$ cat src/ppfm_pkg.sv
// ----------------------------------------------------------------------------
// ppfm_pkg
// Shared types and constants of the perspective forward map.
// ----------------------------------------------------------------------------
package ppfm_pkg;

    localparam int QBITS  = 14;   // destination coordinate bits
    localparam int MAG_W  = 48;   // magnitude of u, v, w
    localparam int CMP_W  = MAG_W + QBITS;
    localparam int MAX_OUT_DIM = 16384;

    localparam logic [2:0] REG_PAIR_A = 3'd0;
    localparam logic [2:0] REG_PAIR_B = 3'd1;
    localparam logic [2:0] REG_PAIR_C = 3'd2;
    localparam logic [2:0] REG_PAIR_D = 3'd3;
    localparam logic [2:0] REG_LAST   = 3'd4;
    localparam logic [2:0] REG_HEIGHT = 3'd5;
    localparam logic [2:0] REG_WIDTH  = 3'd6;

    typedef struct packed {
        logic signed [31:0] h00, h01, h02;
        logic signed [31:0] h10, h11, h12;
        logic signed [31:0] h20, h21, h22;
    } t_coef;

    typedef struct packed {
        logic [MAG_W-1:0] rem_u;
        logic [MAG_W-1:0] rem_v;
        logic [MAG_W-1:0] den;
        logic [QBITS-1:0] q_u;
        logic [QBITS-1:0] q_v;
        logic             neg_u;
        logic             neg_v;
        logic             ovf_u;
        logic             ovf_v;
        logic             w_zero;
        logic [7:0]       pixel;
    } t_div;

endpackage

$ cat src/ppfm_div_cell.sv
// ----------------------------------------------------------------------------
// ppfm_div_cell
// One restoring division step for u/w and v/w; one quotient bit each.
// ----------------------------------------------------------------------------
module ppfm_div_cell #(
    parameter int SHIFT = 0
) (
    input  logic           i_clk,
    input  logic           i_rst_n,
    input  logic           i_valid,
    output logic           o_ready,
    input  ppfm_pkg::t_div i_data,
    output logic           o_valid,
    input  logic           i_ready,
    output ppfm_pkg::t_div o_data
);
    localparam int MW = ppfm_pkg::MAG_W;
    localparam int CW = ppfm_pkg::CMP_W;

    logic           r_valid;
    ppfm_pkg::t_div r_data;
    ppfm_pkg::t_div n_data;
    logic [CW-1:0]  sh;

    assign o_ready = !r_valid || i_ready;
    assign o_valid = r_valid;
    assign o_data  = r_data;

    always_comb begin
        n_data = i_data;
        sh     = CW'(i_data.den) << SHIFT;
        if (CW'(i_data.rem_u) >= sh) begin
            n_data.rem_u     = MW'(CW'(i_data.rem_u) - sh);
            n_data.q_u[SHIFT] = 1'b1;
        end
        if (CW'(i_data.rem_v) >= sh) begin
            n_data.rem_v     = MW'(CW'(i_data.rem_v) - sh);
            n_data.q_v[SHIFT] = 1'b1;
        end
    end

    always_ff @(posedge i_clk) begin
        if (!i_rst_n) begin
            r_valid <= 1'b0;
        end else if (o_ready) begin
            r_valid <= i_valid;
        end
    end

    always_ff @(posedge i_clk) begin
        if (o_ready) r_data <= n_data;
    end
endmodule

$ cat config.mk
export PLATFORM = sky130hd
export DESIGN_NAME = ppfm_div_cell
export DESIGN_NICKNAME = d
export VERILOG_FILES = /design/src/ppfm_pkg.sv /design/src/ppfm_div_cell.sv
export SDC_FILE = /design/constraint.sdc
export NUM_CORES = 1
export LEC_CHECK = 0
export CAP_MARGIN = 20
export CORE_UTILIZATION = 52
export CTS_BUF_LIST = sky130_fd_sc_hd__clkbuf_4
export CTS_CLUSTER_DIAMETER = 100
export CTS_CLUSTER_SIZE = 12
export DETAILED_ROUTE_END_ITERATION = 10
export DONT_BUFFER_PORTS = 1
export GPL_TIMING_DRIVEN = 0
export PLACE_DENSITY_LB_ADDON = 0.3
export SETUP_SLACK_MARGIN = 0.5
export SKIP_CTS_REPAIR_TIMING = 1
export SLEW_MARGIN = 20
export SYNTH_ARGS = -nofsm -noshare
export SYNTH_HDL_FRONTEND = slang
export SYNTH_SLANG_ARGS = --single-unit
$ cat constraint.sdc
create_clock -name i_clk -period 5.4 [get_ports i_clk]
set_input_delay 0.54 -clock i_clk [delete_from_list [all_inputs] [get_ports i_clk]]
set_output_delay 0.54 -clock i_clk [all_outputs]
set_load 0.01 [all_outputs]
# After elaboration in Yosys (flattened, before gate mapping)
# Index checks and enable logic that the tools add are counted.
# op_classes
addsub	2
n_mul	0
div_mod_pow	0
order_cmp	2
n_eq_ne	0
shifts	0
mux	2
bitwise	0
n_reduce_logical	2
# ops
cell	count
>= comparator 48 bit	2
two-way mux 48 bit	2
subtractor 48 bit	2
logical NOT 1 bit	1
logical OR 1 bit	1
# totals
register_bits	186
latch_bits	0
ram_bits	0
rom_bits	0
inputBits	189
output_inout_bits	187
memories	0

# Depth between registers and ports, before layout
# logic_depth
depth_word	2
mapped_depth	14
ltp_nobuf	12

# Worst setup path after synthesis
# Ideal clock, no wire load.
# synth_path
kind	input -> register
start	input i_ready
end	register r_valid, in the netlist o_valid
setup_ns	0.363
arrival_time_ns	5.516
slack_ns	-0.480
cell_stages	2
path_buffers	0
path_cell_list	nand2b_1 a21boi_0
# synth_between
elab_chain_cells	1
# synth_lines
item	line	rtl
start, declared	ppfm_div_cell.sv:14	input logic i_ready,
logical OR 1 bit	ppfm_div_cell.sv:25	assign o_ready = !r_valid || i_ready;
end signal, assigned	ppfm_div_cell.sv:46	r_valid <= i_valid;
end, declared	ppfm_div_cell.sv:20	logic r_valid;
# Every way passes these cells.
# A chain may end at the register's enable or synchronous reset.

==> results.yml <==
yosys:
  synth_cell_types: 70
  netlist_area_sq_mm: 0.0127
  synth_enable_flop_cells: 185
  yosysWarnings: 0
  synthArstFlopShare: 0
  yosysSeqAreaShare: 0.438
  synth_nets: 1597
  ys_seq_elements: 186
  synth_cells: 1310
  syn_area_per_cell_sq_um: 9.71
  ys.flop_type: "edfxtp_1"
detailed_routing:
  dr.first_iter.drc_count: 855
  vias: 10600
  detail_route.wl_per_cell_um: 23.2
  drt-total-wl_um: 39500
  post-route-drc-count: 0
  ant_nets: 0
  dr.pass1.iters: 5
  vias_per_cell: 6.23
placement:
  placed_cell_area_sq_mm: 0.0132
  dp_hpwl_um: 31500
  finalWeightedCongestion: 1.00
  portBuffers: 0
worst_setup_path:
  start_kind: "input pin"
  worst_path_most_repeated_cell: "o21ai_1"
  path_class: "in2reg"
  max_stage_delay_ps: 620
  arrival_ps: 3790
  crit_fanout: 10
  cpMaxStageDelayCell: "clkbuf_1"
  critPathCaptureType: "flop"
  crit_path_cell_trace: "inv_1 -> ha_1 -> buf_2 -> a2111oi_0 -> o211ai_1 -> a221o_1 -> o21ai_1 -> a31oi_1 -> o21ai_1 -> clkbuf_1 -> o21ai_0"
  required_ps: 5680
cts:
  clock_path_buffers: 2
  tritoncts: "built"
  root_buffer: "clkbuf_4"
  htreeDepth: 4
  numCtsBuffers: 17
  clk_latency_ps: 560
  numClockSinks: 186
  clkTransAtPathRegs_ps: 170
status:
  status: "completed"
global_route:
  grt_pass1_vias: 9638
  grt_max_degree: 63
  overflow: 0
  antenna_found_initial: 1
  grt_use_total: 0.303
  grt_pass1_wl_um: 56200
timing:
  rsz0062_at_grt: "false"
  finalClockSkew_ps: 27.0
  timing.final.crit_share: 0.650
  fmax_ghz: 0.285
  fin_crit_ps: 3510
  hold_viol: 0
  tightestPinTransition_ps: 767
  finalSetupViolations: 0
  fin_setup_tns_ps: 0
  slew_viol_final: 0
  relSlewSlack: 0.489
floorplan:
  die_area_sq_mm: 0.0251
  die_w_um: 158
  initial_utilization: 0.535
  core_area_sq_mm: 0.0238
  die_h_um: 158
  fp-row-count: 56
  top_level_ports: 376
finish:
  area_delta_synth_final_pct: 8.89
  final_cell_area_sq_mm: 0.0138
  fin_util: 0.583
  drive_above_1_share: 0.0752
  nNetsFinal: 1657
power_and_ir_drop:
  leakage_nw: 5.64
  vdd_drop_max_mv: 0.181
  power_density_mw_per_mm2: 278
job:
  cap_viol_max_count: 0
min_path:
  min-delay-path-class: "in2reg"
[registers in the layout, summed over array words and instances (netlist names)]
name	cells
o_data	185
o_valid	1
[cells in the mapped netlist, types with 3 or more instances]
cell,instances,area [sq um]
o41ai_1,4,35.0
nor2_1,125,469
a41oi_1,4,35.0
a21oi_2,28,245
nand4_1,28,175
o31a_1,3,26.3
xnor2_1,40,350
nor2b_1,6,37.5
a21oi_1,137,686
mux2_2,7,78.8
nor3b_1,7,52.6
o21ai_0,75,375
o2111ai_1,5,43.8
buf_2,11,55.1
nand2b_1,12,75.1
o211ai_1,10,75.1
a211oi_1,10,75.1
o21ai_1,9,45.0
nand3b_1,3,22.5
xor2_1,35,307
inv_1,78,293
buf_6,3,33.8
or2_2,3,18.8
and3_1,7,43.8
a21boi_0,6,45.0
a31oi_1,14,87.6
nand2_1,108,405
clkbuf_1,39,146
o21bai_1,20,150
nand3_1,17,85.1
a41o_1,3,30.0
and2_1,7,43.8
nor4_1,8,50.1
edfxtp_1,185,5560
ha_1,96,1200
nor3_1,24,120
o21a_1,20,150
o221ai_1,3,26.3
o31ai_1,12,90.1
a21o_1,56,420
[power breakdown]
part | internal, W | switching, W
clock network | 0.000215 | 0.000552
registers | 0.00181 | 0.000184
logic | 0.000409 | 0.000676
[stage by stage]
step / total power, W / setup slack [ps] / cells / hold slack, ps
2_1_floorplan: 0.00279 / 1900 / 1310 / 639
3_3_place_gp: 0.00306 / 1010 / 1629 / 639
3_5_place_dp: 0.00307 / 1340 / 1632 / 639
4_1_cts: 0.00383 / 1970 / 1664 / 6.58
5_1_grt: 0.00405 / 1670 / 1703 / 2.60
6_report: 0.00385 / 1890 / 1703 / 63.4
[path summary, 6_finish.rpt]
path	start	to	slack, ps	depth (start not counted)
worst max-delay path	i_data[60]	o_data[116]	1890	11
worst min-delay path	i_data[87]	o_data[87]	60	0
worst max register to register	o_valid	o_data[139]	3660	3
worst min register to register	o_valid	o_data[4]	990	1
[critical path, delay by kind of cell]
kind                     cells  cell delay (ps)
AO/OA/AOI/OAI                7             2030
adder cells (fa/ha/maj)      1              260
buffers and inverters        3              960
[area by class of cell]
type                       instances  area, sq um
antenna                            1         2.50
buffer                            57          285
clock buffer                      19          143
clock inverter                    13          124
fill                            2077         9910
inverter                          78          293
multi-input combinational        989         6570
sequential                       186         5580
tap                              319          399
timing repair buffer              41          455
[logic make-up (layout without fill, tap and decap cells)]
kind of cell,Yosys count,in the layout,synth area share
buffers and inverters,135,208,0.0455
adders and majority gates,98,98,0.0976
other,0,1,0
DFF,186,186,0.438
AOI/OAI and AO/OA,439,439,0.224
xor gates and xnor gates,75,75,0.0517
muxes,9,9,0.00777
and+or+nand+nor,368,368,0.135
[metal layers]
metal	global-route usage	vias up	wire length [um]
li1	-	4979	-
met1	0.388	5082	16200
met2	0.496	478	18700
met3	0.0800	72	3500
met4	0.0957	0	1220
met5	0	-	0
[placed cells by master, fill, tap and decap left out, drive strengths merged, types with 7 or more instances in the layout]
cell type      n
o211ai        10
xor2          35
a21oi        166
nand4         29
nor3b          7
and2           7
mux2           7
dlygate4sd3   38
nor3          26
nor2         125
xnor2         40
ha            96
inv           86
nand2b        12
edfxtp       185
a31oi         14
nand2        108
nor4           9
and3           8
clkbuf        58
o21ai         84
nand3         17
a211oi        11
o31ai         12
a21o          56
o21a          20
o21bai        20
buf           21
No activity file was read; power rests on OpenSTA's default activity.
